==> config.mk <==
export PLATFORM = sky130hd
export DESIGN_NAME = fca_table
export DESIGN_NICKNAME = d
export VERILOG_FILES = /design/src/hw/rtl/fca_pkg.sv /design/src/hw/rtl/fca_table.sv
export SDC_FILE = /design/constraint.sdc
export NUM_CORES = 2
export LEC_CHECK = 0
export BUFFER_PORTS_ARGS = -buffer_cell sky130_fd_sc_hd__buf_4
export CAP_MARGIN = 20
export CORE_AREA = 10 10 610 492
export CTS_CLUSTER_DIAMETER = 80
export CTS_CLUSTER_SIZE = 12
export DETAILED_ROUTE_END_ITERATION = 7
export DIE_AREA = 0 0 620 502
export GPL_TIMING_DRIVEN = 0
export SLEW_MARGIN = 10
export SYNTH_ARGS = -nofsm -noshare
export SYNTH_HDL_FRONTEND = slang
export SYNTH_SLANG_ARGS = --single-unit
==> constraint.sdc <==
create_clock -name clk -period 2.49 [get_ports clk]
set_clock_uncertainty 0.05 [all_clocks]
set_input_delay 0 -clock clk [delete_from_list [all_inputs] [get_ports clk]]
set_output_delay 0 -clock clk [all_outputs]
set_load 0.01 [all_outputs]
==> src/hw/rtl/fca_pkg.sv <==
// ----------------------------------------------------------------------------
// fca_pkg
// Types, constants and helpers shared by the chain allocator modules.
// ----------------------------------------------------------------------------
package fca_pkg;

    localparam int NUM_BLOCKS      = 256;
    localparam int ROOT_ENTRIES    = 16;
    localparam int RESERVED_BLOCKS = 11;
    localparam int NAME_BITS       = 48;

    localparam int KEY_W  = 48;
    localparam int BLK_W  = 8;
    localparam int AW     = $clog2(NUM_BLOCKS);
    localparam int TW     = AW + 1;
    localparam int IW     = $clog2(ROOT_ENTRIES);
    localparam int STEP_W = AW + 1;
    localparam int FIRST_FREE = RESERVED_BLOCKS + 2;
    localparam logic [BLK_W-1:0] FREE_HEAD_RST =
        (FIRST_FREE < NUM_BLOCKS) ? BLK_W'(FIRST_FREE) : '0;

    typedef enum logic [2:0] {
        OP_CREATE = 3'd0,
        OP_REMOVE = 3'd1,
        OP_FIRST  = 3'd2,
        OP_APPEND = 3'd3,
        OP_DELETE = 3'd4,
        OP_NEXT   = 3'd5
    } op_t;

    typedef enum logic [2:0] {
        ST_OK          = 3'd0,
        ST_NOT_FOUND   = 3'd1,
        ST_EXISTS      = 3'd2,
        ST_DIR_FULL    = 3'd3,
        ST_NOT_EMPTY   = 3'd4,
        ST_NO_SPACE    = 3'd5,
        ST_NOT_IN_FILE = 3'd6
    } status_t;

    typedef enum logic [3:0] {
        S_IDLE,
        S_SCAN,
        S_DISPATCH,
        S_WALK_RD,
        S_WALK_WAIT,
        S_LINK_WR,
        S_HEAD_RD,
        S_HEAD_WAIT,
        S_CHK,
        S_CHK_WAIT,
        S_BLK_WAIT,
        S_PUSH,
        S_DONE
    } state_t;

    typedef struct packed {
        logic                 set_used;
        logic                 clr_used;
        logic                 set_first;
        logic [IW-1:0]        idx;
        logic [KEY_W-1:0]     name;
        logic [BLK_W-1:0]     first;
    } dir_cmd_t;

    typedef struct packed {
        logic                 rd_en;
        logic [AW-1:0]        rd_addr;
        logic                 we;
        logic [AW-1:0]        waddr;
        logic [TW-1:0]        wdata;
    } tbl_cmd_t;

    // formatted content of a table entry right after reset
    function automatic logic [TW-1:0] fmt_entry(input logic [AW-1:0] addr);
        logic [TW-1:0] v;
        if (int'(addr) < FIRST_FREE)
            v = TW'(NUM_BLOCKS);
        else if (int'(addr) + 1 < NUM_BLOCKS)
            v = TW'(addr) + TW'(1);
        else
            v = '0;
        return v;
    endfunction

    // nonzero and below NUM_BLOCKS
    function automatic logic blk_ok(input logic [TW-1:0] b);
        return (b != '0) && !b[TW-1];
    endfunction

endpackage

==> src/hw/rtl/fca_table.sv <==
// ----------------------------------------------------------------------------
// fca_table
// Allocation table memory: one read and one write port, registered read,
// per-entry valid bits so unwritten entries read as the formatted value.
// ----------------------------------------------------------------------------
module fca_table (
    input  logic                    clk,
    input  logic                    rst_n,
    input  fca_pkg::tbl_cmd_t       cmd,
    output logic [fca_pkg::TW-1:0]  rdata
);
    import fca_pkg::*;

    logic [TW-1:0]         mem [NUM_BLOCKS];
    logic [NUM_BLOCKS-1:0] vld_reg;
    logic [TW-1:0]         mem_q_reg;
    logic [TW-1:0]         fmt_q_reg;
    logic                  vld_q_reg;

    always_ff @(posedge clk or negedge rst_n)
    begin
        if (!rst_n)
        begin
            vld_reg <= '0;
        end
        else if (cmd.we)
        begin
            vld_reg[cmd.waddr] <= 1'b1;
        end
    end

    always_ff @(posedge clk)
    begin
        if (cmd.we)
        begin
            mem[cmd.waddr] <= cmd.wdata;
        end
        if (cmd.rd_en)
        begin
            mem_q_reg <= mem[cmd.rd_addr];
            fmt_q_reg <= fmt_entry(cmd.rd_addr);
            vld_q_reg <= vld_reg[cmd.rd_addr];
        end
    end

    assign rdata = vld_q_reg ? mem_q_reg : fmt_q_reg;

endmodule

==> impl_results.md <==
- Hold WS: roughly 0.017 ns
- Max IR drop VDD: 0.6557 mV
- Sequence of cells on the critical path: buf_4, buf_6, buf_12, buf_12, nor2b_1, clkbuf_2, buf_8, clkbuf_1, buf_6, a22oi_1, a211oi_1, nand2_1, a311o_2
- Leakage power: between 30 and 40 nW
- Yosys cell types: between 50 and 60
- Syn Nets: 4933
- Slowest stage cell, crit path: a211oi_1
- Yosys warning count: 0
- Clock latency on the worst-skew pair: roughly 0.94 ns
- 1st-pass router iterations: 7
- Fin. max-slew vios: 0
- Vias: about 58000
- Area after DPL: approximately 110000 sq um
- HPWL after DPL: around 270 mm
- Layout area overhead: 17.08%
- First-pass GRT wire length: ~500 mm
- Vias per cell: just over 6
- Synth Cell Area: around 100000 sq um
- Tot GR Track Use: around a quarter
- CTS buffer count: approximately 240
- Initial core utilization: around a third
- Max cap viols: 0
- H-tree Lvls: 4
- Initial antenna violation count: 47
- Number of flops mapped to enable cells by yosys: roughly 2300
- Yosys top cell area share: between 60 and 70%
- Clock sinks: between 2000 and 3000
- Count of endpoints failing setup in the final report: approximately 330
- RSZ-0062 raised after global routing: yes
- Core ar.: 287200 sq um
- Worst Max-Slew Pin Slew: 1.334 ns
- Hold Fails Final Rpt: 0
- Dpl ws: -2.818 ns
- GPL Wtd Cong: 1.015
- Final WS setup: -0.5642 ns
- Clock Pin Slew Worst Setup and Hold Paths: roughly 0.07 ns
- Largest area contributor in the netlist: edfxtp_1
- Failing checks: negative setup slack
- Fill count: between 20000 and 30000
- Root Driver: clkbuf_16
- Layout cells sized above 1: roughly a third
- Relative slew margins: 11.05%
- CTS max path bufs: 4
- Vias in the first global route: 53990
- Port Buffer Count: 30
- Final instance area: around 120000 sq um
- DRT Wirelength: between 300 and 400 mm
- Predominant post-synthesis flop cell: edfxtp_1
- Routed Antenna Nets: 0
- Worst Path Arrival: between 3 and 4 ns
- Fin crit share: 122.7%
- Global route overflow: 0
- Row count: around 180
- Routed wire per std cell: 40.87 um
- Post-synthesis register bit count: between 2000 and 3000
- Die height: between 500 and 600 um
- Synth Area per Inst: between 20 and 25 sq um
- Post-Syn Instances: 4902
- Die area: a little over 300000 sq um
- Worst EP required: between 3 and 4 ns
- Count leader, synth: edfxtp_1
- Ys async rst share: about a tenth
- Pin count of the biggest net entering global routing: 141
- Nets: between 5000 and 6000
- Seq/Total Area, Yosys: 76.02%
- Status: finished with violations
- # DRC: 0
- Pwr/cell area: ~760 nW/um^2
- Max reg flops: between 2000 and 2500
- CP endpoint kind: register
- Largest stage delay on the critical path: about 0.56 ns
- DR iter-0 viols: between 10000 and 15000
- Commonest cells in the netlist: 2323 x edfxtp_1, 591 x mux4_2, 330 x nor2_1, 261 x or2_2, 256 x dfrtp_1
- Crit Path Max Fanout: 10
- Die W: roughly 620 um
- Max frequency: 327.4 MHz
- Critical path type: input port to register
- Hold Path Class: input port to register
- Area contributors post-synth: edfxtp_1 70%, mux4_2 13%, dfrtp_1 6.4%
- Type of origin of the critical path: input port
- Ports: 38
- CTS tree: yes
- Min Tclk post-route: ~3.1 ns
==> cells in the final DEF, fill, tap and decap left out, types with 47 or more instances in the layout <==
cell type	synthesis	final
edfxtp_1	2323	2323
mux4_2	591	591
nor2_1	330	263
or2_2	261	261
dfrtp_1	256	256
clkbuf_16	0	244
clkbuf_1	102	237
mux2i_1	186	180
buf_4	52	165
buf_6	23	106
nand2_1	91	86
a22oi_1	86	75
buf_8	0	66
nor2_2	0	59
o22ai_1	63	51
mux2_2	47	47
==> area by class of cell <==
type | count | area [sq um] | share of cell area, %
diodes | 27 | 67.56 | 0.05760
plain buffers | 280 | 2614 | 2.228
clock buffers | 439 | 6838 | 5.829
clock inverters | 11 | 158.9 | 0.1355
inverters | 8 | 31.28 | 0.02666
multi-input cells | 2033 | 23280 | 19.84
flip-flops and latches | 2579 | 76160 | 64.93
well taps | 3827 | 4788 | 4.082
repair buffers | 286 | 3371 | 2.873
==> final timing paths <==
check                           slack, ns  cells after the start    startpoint           end
min in group asynchronous            0.30                      3         rst_n   vld_reg[27]
worst min register to register       0.41                      1  vld_reg[182]  vld_reg[182]
worst max-delay path                -0.56                     13       cmd[18]  mem_q_reg[4]
worst min-delay path                 0.02                      3       cmd[12]    mem[13][3]
max in group asynchronous            0.97                      4         rst_n   vld_reg[79]
worst max register to register      -0.50                      6    mem[31][4]  mem_q_reg[4]
==> per-layer routing <==
metal / share of wire (%) / vias up / track usage (%)
li1: - / 21150 / -
met1: 38 / 31010 / 32.87
met2: 40 / 4825 / 32.30
met3: 17 / 913 / 11.92
met4: 5.8 / 22 / 11.49
met5: 0.061 / - / 0.6449
==> per-stage QoR <==
stage	cells	util, %	setup TNS, ns	total power, mW
2_1_floorplan	4902	-	0	51.39
3_3_place_gp	8759	36.64	-2990.42	54.83
6_report	9490	40.85	-24.60	89.70
5_1_grt	9466	40.83	-3.880	91.50
3_5_place_dp	8915	37.51	-872.22	55.09
4_1_cts	9395	40.51	-19.45	89.32
==> worst max-delay path, delay by kind of cell <==
| family | cells | cell delay [ns] |
|---|---|---|
| AO/OA/AOI/OAI | 3 | 1.24 |
| buffers and inverters | 8 | 1.98 |
| AND/OR/NAND/NOR | 2 | 0.33 |
==> cell families after synthesis <==
kind of cell / count (synthesis) / share of synthesized area, %
compound gates: 371 / 2.584
flops: 2579 / 76.02
mux: 824 / 15.67
fa+ha+maj: 2 / 0.02497
simple gates: 830 / 4.085
xor+xnor: 6 / 0.05245
buf+inv: 290 / 1.567
==> repair_timing <==
action                     in CTS  in global routing
pin swaps                      20                 14
hold endpoints to repair     2009                  0
hold buffers                   32                  0
resized for setup             352                 99
setup endpoints to repair      17                203
setup buffers                   0                  3
==> power breakdown <==
part / leakage [nW] / total [mW] / switching, mW / internal, mW
Clock: 3.31 / 34.8 / 16.4 / 18.4
Sequential: 24.4 / 47.8 / 0.193 / 47.6
Combinational: 11.3 / 7.09 / 4.82 / 2.27
Total: 39.0 / 89.7 / 21.4 / 68.3
No activity file was read; power rests on OpenSTA's default activity.
