[src/hw/rtl/fca_pkg.sv]
// ----------------------------------------------------------------------------
// fca_pkg
// Types, constants and helpers shared by the chain allocator modules.
// ----------------------------------------------------------------------------
package fca_pkg;

    localparam int NUM_BLOCKS      = 256;
    localparam int ROOT_ENTRIES    = 16;
    localparam int RESERVED_BLOCKS = 11;
    localparam int NAME_BITS       = 48;

    localparam int KEY_W  = 48;
    localparam int BLK_W  = 8;
    localparam int AW     = $clog2(NUM_BLOCKS);
    localparam int TW     = AW + 1;
    localparam int IW     = $clog2(ROOT_ENTRIES);
    localparam int STEP_W = AW + 1;
    localparam int FIRST_FREE = RESERVED_BLOCKS + 2;
    localparam logic [BLK_W-1:0] FREE_HEAD_RST =
        (FIRST_FREE < NUM_BLOCKS) ? BLK_W'(FIRST_FREE) : '0;

    typedef enum logic [2:0] {
        OP_CREATE = 3'd0,
        OP_REMOVE = 3'd1,
        OP_FIRST  = 3'd2,
        OP_APPEND = 3'd3,
        OP_DELETE = 3'd4,
        OP_NEXT   = 3'd5
    } op_t;

    typedef enum logic [2:0] {
        ST_OK          = 3'd0,
        ST_NOT_FOUND   = 3'd1,
        ST_EXISTS      = 3'd2,
        ST_DIR_FULL    = 3'd3,
        ST_NOT_EMPTY   = 3'd4,
        ST_NO_SPACE    = 3'd5,
        ST_NOT_IN_FILE = 3'd6
    } status_t;

    typedef enum logic [3:0] {
        S_IDLE,
        S_SCAN,
        S_DISPATCH,
        S_WALK_RD,
        S_WALK_WAIT,
        S_LINK_WR,
        S_HEAD_RD,
        S_HEAD_WAIT,
        S_CHK,
        S_CHK_WAIT,
        S_BLK_WAIT,
        S_PUSH,
        S_DONE
    } state_t;

    typedef struct packed {
        logic                 set_used;
        logic                 clr_used;
        logic                 set_first;
        logic [IW-1:0]        idx;
        logic [KEY_W-1:0]     name;
        logic [BLK_W-1:0]     first;
    } dir_cmd_t;

    typedef struct packed {
        logic                 rd_en;
        logic [AW-1:0]        rd_addr;
        logic                 we;
        logic [AW-1:0]        waddr;
        logic [TW-1:0]        wdata;
    } tbl_cmd_t;

    // formatted content of a table entry right after reset
    function automatic logic [TW-1:0] fmt_entry(input logic [AW-1:0] addr);
        logic [TW-1:0] v;
        if (int'(addr) < FIRST_FREE)
            v = TW'(NUM_BLOCKS);
        else if (int'(addr) + 1 < NUM_BLOCKS)
            v = TW'(addr) + TW'(1);
        else
            v = '0;
        return v;
    endfunction

    // nonzero and below NUM_BLOCKS
    function automatic logic blk_ok(input logic [TW-1:0] b);
        return (b != '0) && !b[TW-1];
    endfunction

endpackage

[src/hw/rtl/fca_dir.sv]
// ----------------------------------------------------------------------------
// fca_dir
// Root directory: names, in-use bits and first blocks, with the shared name
// comparator used by the sequential scan.
// ----------------------------------------------------------------------------
module fca_dir (
    input  logic                       clk,
    input  logic                       rst_n,
    input  fca_pkg::dir_cmd_t          cmd,
    input  logic [fca_pkg::IW-1:0]     scan_idx,
    input  logic [fca_pkg::KEY_W-1:0]  key,
    input  logic [fca_pkg::IW-1:0]     slot,
    output logic                       hit,
    output logic                       used,
    output logic [fca_pkg::BLK_W-1:0]  first
);
    import fca_pkg::*;

    logic [KEY_W-1:0]        names [ROOT_ENTRIES];
    logic [ROOT_ENTRIES-1:0] used_reg;
    logic [BLK_W-1:0]        first_reg [ROOT_ENTRIES];

    always_ff @(posedge clk)
    begin
        if (cmd.set_used)
        begin
            names[cmd.idx] <= cmd.name;
        end
    end

    always_ff @(posedge clk or negedge rst_n)
    begin
        if (!rst_n)
        begin
            used_reg <= '0;
            for (int i = 0; i < ROOT_ENTRIES; i++)
            begin
                first_reg[i] <= '0;
            end
        end
        else
        begin
            if (cmd.set_used)
            begin
                used_reg[cmd.idx] <= 1'b1;
            end
            else if (cmd.clr_used)
            begin
                used_reg[cmd.idx] <= 1'b0;
            end
            if (cmd.set_first)
            begin
                first_reg[cmd.idx] <= cmd.first;
            end
        end
    end

    assign used  = used_reg[scan_idx];
    assign hit   = used_reg[scan_idx] &&
                   (names[scan_idx][NAME_BITS-1:0] == key[NAME_BITS-1:0]);
    assign first = first_reg[slot];

endmodule

[config.mk]
export PLATFORM = sky130hd
export DESIGN_NAME = fca_dir
export DESIGN_NICKNAME = d
export VERILOG_FILES = /design/src/hw/rtl/fca_pkg.sv /design/src/hw/rtl/fca_dir.sv
export SDC_FILE = /design/constraint.sdc
export NUM_CORES = 1
export LEC_CHECK = 0
export BUFFER_PORTS_ARGS = -buffer_cell sky130_fd_sc_hd__buf_4
export CORE_MARGIN = 8
export CORE_UTILIZATION = 50
export DETAILED_ROUTE_END_ITERATION = 8
export PLACE_DENSITY_LB_ADDON = 0.3
export SLEW_MARGIN = 20
export SYNTH_ARGS = -nofsm -noshare
export SYNTH_HDL_FRONTEND = slang
export SYNTH_SLANG_ARGS = --single-unit
[constraint.sdc]
create_clock -name clk -period 2.9 [get_ports clk]
set_clock_uncertainty 0.1 [all_clocks]
set_input_delay 0.29 -clock clk [delete_from_list [all_inputs] [get_ports clk]]
set_output_delay 0.29 -clock clk [all_outputs]
set_load 0.01 [all_outputs]
==> impl_metrics.py, run 1 <==
metrics = {
    "die": {
        "die_y_um": 289.4,
        "placeableCoreArea_um2": 74200,
        "rows": 100,
        "start_util_pct": 50.35,
        "dieArea_um2": 83720,
        "fp.dieW_um": 289.4,
        "io_pins": 131,
    },
    "critical_path": {
        "end_kind": "output port",
        "cp.required_ps": 2510,
        "r2r-start": "first_reg[83]$_DFFE_PN0P_",
        "arrival_ps": 3830,
        "setup.worst_path.start": "names[3][46]$_DFFE_PP_",
        "crit_path_max_fanout": 2,
        "path_class": "register to output port",
        "ff2ff_path_depth": 1,
        "worstSetupStartpointType": "register",
        "timing.rr.end": "first_reg[83]$_DFFE_PN0P_",
        "r2r_slack_ps": 2030,
    },
    "grt": {
        "grt_max_degree": 64,
        "grt_antenna_before_repair": 6,
        "grt_pass1_wl_um": 141700,
        "grt_pass1_vias": 21670,
        "grt_usage_pct": 23.17,
        "gr-total-overflow": 0,
    },
    "cells_and_area": {
        "layout-drive-gt1-share_pct": 35.68,
        "fin_nets": 2403,
        "synthToLayoutAreaGrowth_pct": 19.88,
        "largest_reg_flops": 768,
    },
    "cts": {
        "clkTransAtPathRegs_ps": 60,
        "cts_made_buffers": 94,
        "cts_tree": "yes",
        "clock_latency_ps": 630,
        "cts-root-buf": "clkbuf_16",
        "clock-sinks": 912,
        "htreeDepth": 3,
        "clk_path_buf_depth": 3,
    },
    "detailed_routing": {
        "viasPerCell": 6.135,
        "vias": 20450,
        "postRouteAntennaNets": 0,
        "wl_um": 96390,
        "drt_first_pass_iters": 5,
        "wl_per_cell_um": 28.91,
        "remaining_drc_errors": 0,
        "dr.first_iter.drc_count": 2003,
    },
    "place": {
        "dp_hpwl_um": 59380,
        "portBuffers": 130,
        "globalplace.congestion": 0.9008,
    },
    "sta": {
        "finalHoldViolCount": 0,
        "holdWs_ps": 81.62,
        "rsz0062_at_grt": "true",
        "worst_slew_pin_slew_ps": 1113,
        "timing.final.crit_share_pct": 145.4,
        "fin_ws_ps": -1316,
        "setup_viol": 1,
        "max_freq_ghz": 0.2372,
        "drv_slew": 0,
        "slew_headroom_pct": 23.86,
        "final.setup.tns_ps": -1316,
        "min_period_ps": 4216,
    },
    "yosys": {
        "syn_avg_cell_area_um2": 19.79,
        "synth_seq_cells": 912,
        "synth_cells": 1888,
        "yosys_warnings": 0,
        "yosysSeqAreaShare_pct": 71.38,
        "synth.most_common_cell": "edfxtp_1",
        "synth_nets": 2009,
        "synth-edff-count": 768,
        "synth.area.top_cells": "edfxtp_1 (62%), mux4_2 (11%), dfrtp_1 (9.6%)",
        "ys.flop_type": "edfxtp_1",
        "yosys-top-cells-count": "edfxtp_1 (768), mux4_2 (186), dfrtp_1 (144)",
        "synth_cell_types": 65,
        "synth_top_cell_area_share_pct": 61.73,
        "synth_top_cell_by_area": "edfxtp_1",
        "syn_area_um2": 37360,
        "async_reset_ff_share_pct": 15.79,
    },
    "run": {
        "cap_violations": 0,
    },
    "run_status": {
        "status": "complete, but fails checks",
        "violations": "negative setup slack",
    },
    "pwr": {
        "ir_drop_mv": 0.5459,
        "p_leak_nw": 15.74,
        "powerDensity_nw_per_um2": 678.7,
    },
    "hold_path": {
        "min_path_type": "input port to asynchronous set/reset pin",
    },
}
## area by class of cell
class / instances / area, µm²
Antenna cell: 5 / 12.51
Clock buffer: 113 / 2495
Clock inverter: 61 / 665.6
Fill cell: 5222 / 29410
Inverter: 18 / 67.56
Multi-Input combinational cell: 857 / 10090
Sequential cell: 912 / 26670
Tap cell: 969 / 1212
Timing Repair Buffer: 399 / 3581
## cell families (layout without fill, tap and decap cells)
| family | Yosys count | after routing | share of synthesized area, % |
|---|---|---|---|
| other cells | 0 | 5 | 0 |
| compound gates | 185 | 185 | 3.383 |
| simple gates | 187 | 187 | 2.364 |
| flops | 912 | 912 | 71.38 |
| buf+inv | 119 | 591 | 2.020 |
| mux | 442 | 442 | 19.85 |
| xor+xnor | 43 | 43 | 1.008 |
## per-layer routing
layer | share of wire, % | global-route usage, % | vias up
met5 | 0.032 | 0 | -
met4 | 3.7 | 8.487 | 4
met3 | 8.3 | 4.932 | 187
met2 | 49 | 38.44 | 972
met1 | 39 | 30.18 | 10730
li1 | - | - | 8560
## stage by stage
step	utilization, %	area, µm²	setup slack (ps)	total power [mW]	std cells
2_1_floorplan	-	37440	-580.0	17.04	1888
3_3_place_gp	55.26	41000	-1245	18.20	3095
3_5_place_dp	55.26	41000	-1345	18.34	3095
4_1_cts	60.34	44770	-1379	30.61	3329
5_1_grt	60.35	44780	-1472	31.32	3329
6_report	60.36	44790	-1316	30.40	3334
## critical path: stages (launching register included)
cell,delay (ps)
edfxtp_1,390
mux4_2,490
mux2i_2,190
a2bb2oi_1,190
o311ai_1,130
o41ai_2,240
buf_4,180
nand4_1,220
or4b_4,610
nor4_4,370
buf_4,190
## cells in the final DEF, fill, tap and decap left out, types with 8 or more instances in the layout
master / instances
clkbuf_16: 95
nand4_1: 8
nand3_1: 18
nand2_1: 50
xnor2_1: 27
clkinv_1: 14
buf_12: 33
edfxtp_1: 768
clkbuf_1: 13
a22oi_1: 19
mux2i_1: 84
nor2_1: 42
a21oi_1: 16
nor2_4: 16
o221ai_1: 8
o22ai_1: 15
clkinv_2: 21
xor2_1: 16
nor2b_1: 11
dlygate4sd3_1: 60
nand2b_1: 10
mux4_2: 186
mux4_1: 30
buf_4: 302
o21ai_0: 62
dfrtp_1: 144
mux2_2: 141
inv_1: 17
bufinv_16: 12
nor3_1: 10
## what timing repair did
action,CTS,global route
resized for setup,1,2
endpoints found under the hold margin,970,0
setup buffers,0,0
hold buffers,60,0
endpoints found under the setup margin,1,1
pin swaps,1,0
## power breakdown
group | internal (mW) | switching [mW] | leakage, nW
Clock | 7.23 | 5.02 | 1.55
Sequential | 14.9 | 0.284 | 8.70
Combinational | 1.52 | 1.43 | 5.49
## worst max path at each step
stage	end	slack [ps]	cells after the start
final	hit	-1320	10
after global routing	hit	-1470	10
after CTS	hit	-1380	10
after detailed placement	hit	-1350	13
after global placement	hit	-1250	13
after floorplan	names[0][0]$_DFFE_PP_	-580	4
(Power assumes the default switching activity.)
==> inputs of run 2 (changes only) <==
--- a/config.mk
+++ b/config.mk
@@ -5,7 +5,9 @@
 export SDC_FILE = /design/constraint.sdc
 export NUM_CORES = 1
 export LEC_CHECK = 0
+export ABC_AREA = 1
 export BUFFER_PORTS_ARGS = -buffer_cell sky130_fd_sc_hd__buf_4
+export CAP_MARGIN = 15
 export CORE_MARGIN = 8
 export CORE_UTILIZATION = 50
 export DETAILED_ROUTE_END_ITERATION = 8
==> run 2 against run 1 <==
Core utilization shrank 1.1 points. Synthesized area is 4.3% higher. Die area increased by 4.1%. Critical path type is now input port to output port. The run still ends with negative setup slack left. Register-to-register slack improved by 30 ps. Synthesized cell count increased by 96%. Largest cell class unchanged. Count of clock-buffer cells in the layout rose by 2.
==> impl_metrics.py, run 2 <==
metrics = {
    "grt": {
        "grt_pass1_wl_um": 156300,
        "grt_usage_pct": 23.39,
        "grt_max_degree": 67,
        "gr-total-overflow": 0,
        "grt_antenna_before_repair": 8,
        "grt_pass1_vias": 26340,
    },
    "cts": {
        "htreeDepth": 3,
        "clock_latency_ps": 640,
        "cts-root-buf": "clkbuf_16",
        "clk_path_buf_depth": 3,
        "clock-sinks": 912,
        "clkTransAtPathRegs_ps": 60,
        "cts_tree": "yes",
        "cts_made_buffers": 91,
    },
    "yosys": {
        "synth-edff-count": 768,
        "synth_cell_types": 25,
        "synth.area.top_cells": "edfxtp_1 (59%), dfrtp_1 (9.2%), nand2_1 (8.7%)",
        "yosys-top-cells-count": "nand2_1 (898), edfxtp_1 (768), nor2_1 (426)",
        "synth.most_common_cell": "nand2_1",
        "synth_seq_cells": 912,
        "syn_avg_cell_area_um2": 10.55,
        "syn_area_um2": 38970,
        "synth_cells": 3695,
        "yosys_warnings": 0,
        "synth_nets": 3816,
        "synth_top_cell_area_share_pct": 59.19,
        "synth_top_cell_by_area": "edfxtp_1",
        "async_reset_ff_share_pct": 15.79,
        "ys.flop_type": "edfxtp_1",
        "yosysSeqAreaShare_pct": 68.43,
    },
    "sta": {
        "max_freq_ghz": 0.3360,
        "min_period_ps": 2977,
        "drv_slew": 0,
        "finalHoldViolCount": 0,
        "worst_slew_pin_slew_ps": 636.6,
        "setup_viol": 1,
        "rsz0062_at_grt": "true",
        "timing.final.crit_share_pct": 102.6,
        "fin_ws_ps": -76.58,
        "final.setup.tns_ps": -76.58,
        "slew_headroom_pct": 57.56,
    },
    "detailed_routing": {
        "wl_per_cell_um": 20.65,
        "vias": 27500,
        "viasPerCell": 5.488,
        "drt_first_pass_iters": 5,
        "dr.first_iter.drc_count": 2535,
        "wl_um": 103500,
        "postRouteAntennaNets": 0,
        "remaining_drc_errors": 0,
    },
    "die": {
        "fp.dieW_um": 295.2,
        "dieArea_um2": 87120,
        "io_pins": 131,
        "rows": 102,
        "die_y_um": 295.2,
        "start_util_pct": 50.38,
        "placeableCoreArea_um2": 77340,
    },
    "run_status": {
        "status": "complete, but fails checks",
        "violations": "negative setup slack",
    },
    "critical_path": {
        "end_kind": "output port",
        "worstSetupStartpointType": "input port",
        "endpoint": "hit",
        "r2r_slack_ps": 2060,
        "setup.worst_path.start": "scan_idx[0]",
        "r2r-start": "first_reg[12]$_DFFE_PN0P_",
        "crit_path_max_fanout": 16,
        "timing.rr.end": "first_reg[12]$_DFFE_PN0P_",
        "path_class": "input port to output port",
        "cp.required_ps": 2510,
        "arrival_ps": 2590,
        "ff2ff_path_depth": 2,
    },
    "run": {
        "cap_violations": 0,
    },
    "cells_and_area": {
        "num-fill-cells": 6189,
        "final_area_um2": 45810,
        "fin_nets": 4014,
        "seq_area_um2": 26670,
        "layout_commonest_cell": "nand2_1",
        "layout_common_cells": "nand2_1 (889), edfxtp_1 (768), nor2_1 (400), nand3_1 (397), o21ai_0 (321)",
        "layout.cells.non_filler": 5011,
        "layout-drive-gt1-share_pct": 11.07,
        "multi_input_area_um2": 10290,
        "synthToLayoutAreaGrowth_pct": 17.56,
        "largest_reg_flops": 768,
    },
    "pwr": {
        "powerDensity_nw_per_um2": 654.3,
        "ir_drop_mv": 0.4528,
        "p_leak_nw": 18.09,
    },
    "place": {
        "dp_hpwl_um": 57360,
        "dp.cells": 4780,
        "globalplace.congestion": 0.8323,
        "dp_worst_setup_slack_ps": -336.9,
        "placed_area_um2": 41920,
        "portBuffers": 130,
    },
    "hold_path": {
        "min_path_type": "input port to register",
    },
}
run 2: changes by cell type in the layout (fill, tap and decap cells not counted), sizes merged, moves of 85 or more:
| cell | before | now |
|---|---|---|
| nand2 | 50 | 898 |
| nand3 | 18 | 410 |
| nor2 | 58 | 426 |
| o21ai | 63 | 354 |
| inv | 24 | 314 |
| mux4 | 216 | 0 |
| mux2 | 141 | 0 |
| mux2i | 85 | 0 |
run 2: layer usage:
layer | track usage (%) | part of all wire (%) | vias up
met1 | 30.69 | 40 | 13270
li1 | - | - | 12930
met3 | 4.369 | 8.1 | 197
met5 | 0 | 0.040 | -
met2 | 38.94 | 48 | 1101
met4 | 8.468 | 3.2 | 6
run 2: power breakdown:
group | internal, mW | leakage (nW) | switching, mW
clock network | 7.18 | 1.49 | 4.90
logic | 1.03 | 7.91 | 1.70
registers | 14.9 | 8.70 | 0.265
run 2: logic make-up (layout without fill, tap and decap cells):
| family | Yosys count | in the layout | share of synthesized area [%] |
|---|---|---|---|
| and+or+nand+nor | 1744 | 1744 | 18.21 |
| DFF | 912 | 912 | 68.43 |
| buffers and inverters | 525 | 797 | 5.809 |
| AOI/OAI and AO/OA | 514 | 514 | 7.549 |
| other | 0 | 4 | 0 |
run 2: how the worst min path moves through the flow:
stage          cells past startpoint  slack (ps)  startpoint                         end
2_1_floorplan                      0        -110       rst_n  asynchronous set/reset pin
3_3_place_gp                       1         240       rst_n    first_reg[7]$_DFFE_PN0P_
3_5_place_dp                       1         230       rst_n    first_reg[7]$_DFFE_PN0P_
4_1_cts                            4           4     cmd[56]                    register
5_1_grt                            4          40     cmd[56]                    register
6_report                           4          60     cmd[56]                    register
run 2: stage by stage:
step	hold slack (ps)	power [mW]	util, %
global placement	240.9	17.94	54.21
finish	58.40	29.97	59.23
CTS	4.330	30.11	58.99
floorplan	-105.6	16.92	-
global route	42.25	31.02	59.22
detailed placement	230.6	18.02	54.21
run 2: critical path: stages:
cell     delay [ps]
buf_8           140
buf_12          190
buf_6           180
buf_6           170
nor2_1           60
nor2_1          110
o21ai_0         130
nand3_1         100
nand3_1          90
nand3_1         110
nand2_1          60
nor2_1          140
nand2_1         150
nor2_2          190
nand3_2         110
nor2_4          200
buf_6           130
run 2: final cells by class:
class | instances | area share [%]
Inverter | 312 | 2.595
Tap cell | 1040 | 2.841
Timing Repair Buffer | 318 | 7.183
Clock buffer | 115 | 5.304
Clock inverter | 52 | 1.371
Antenna cell | 4 | 0.02185
Sequential cell | 912 | 58.21
Multi-Input combinational cell | 2258 | 22.47
run 2: repair_timing:
action,in CTS,in global routing
resized for setup,16,35
setup buffers,0,0
setup endpoints to repair,1,1
hold endpoints to repair,847,0
hold buffers,58,0
pin swaps,6,13
gates cloned,0,2
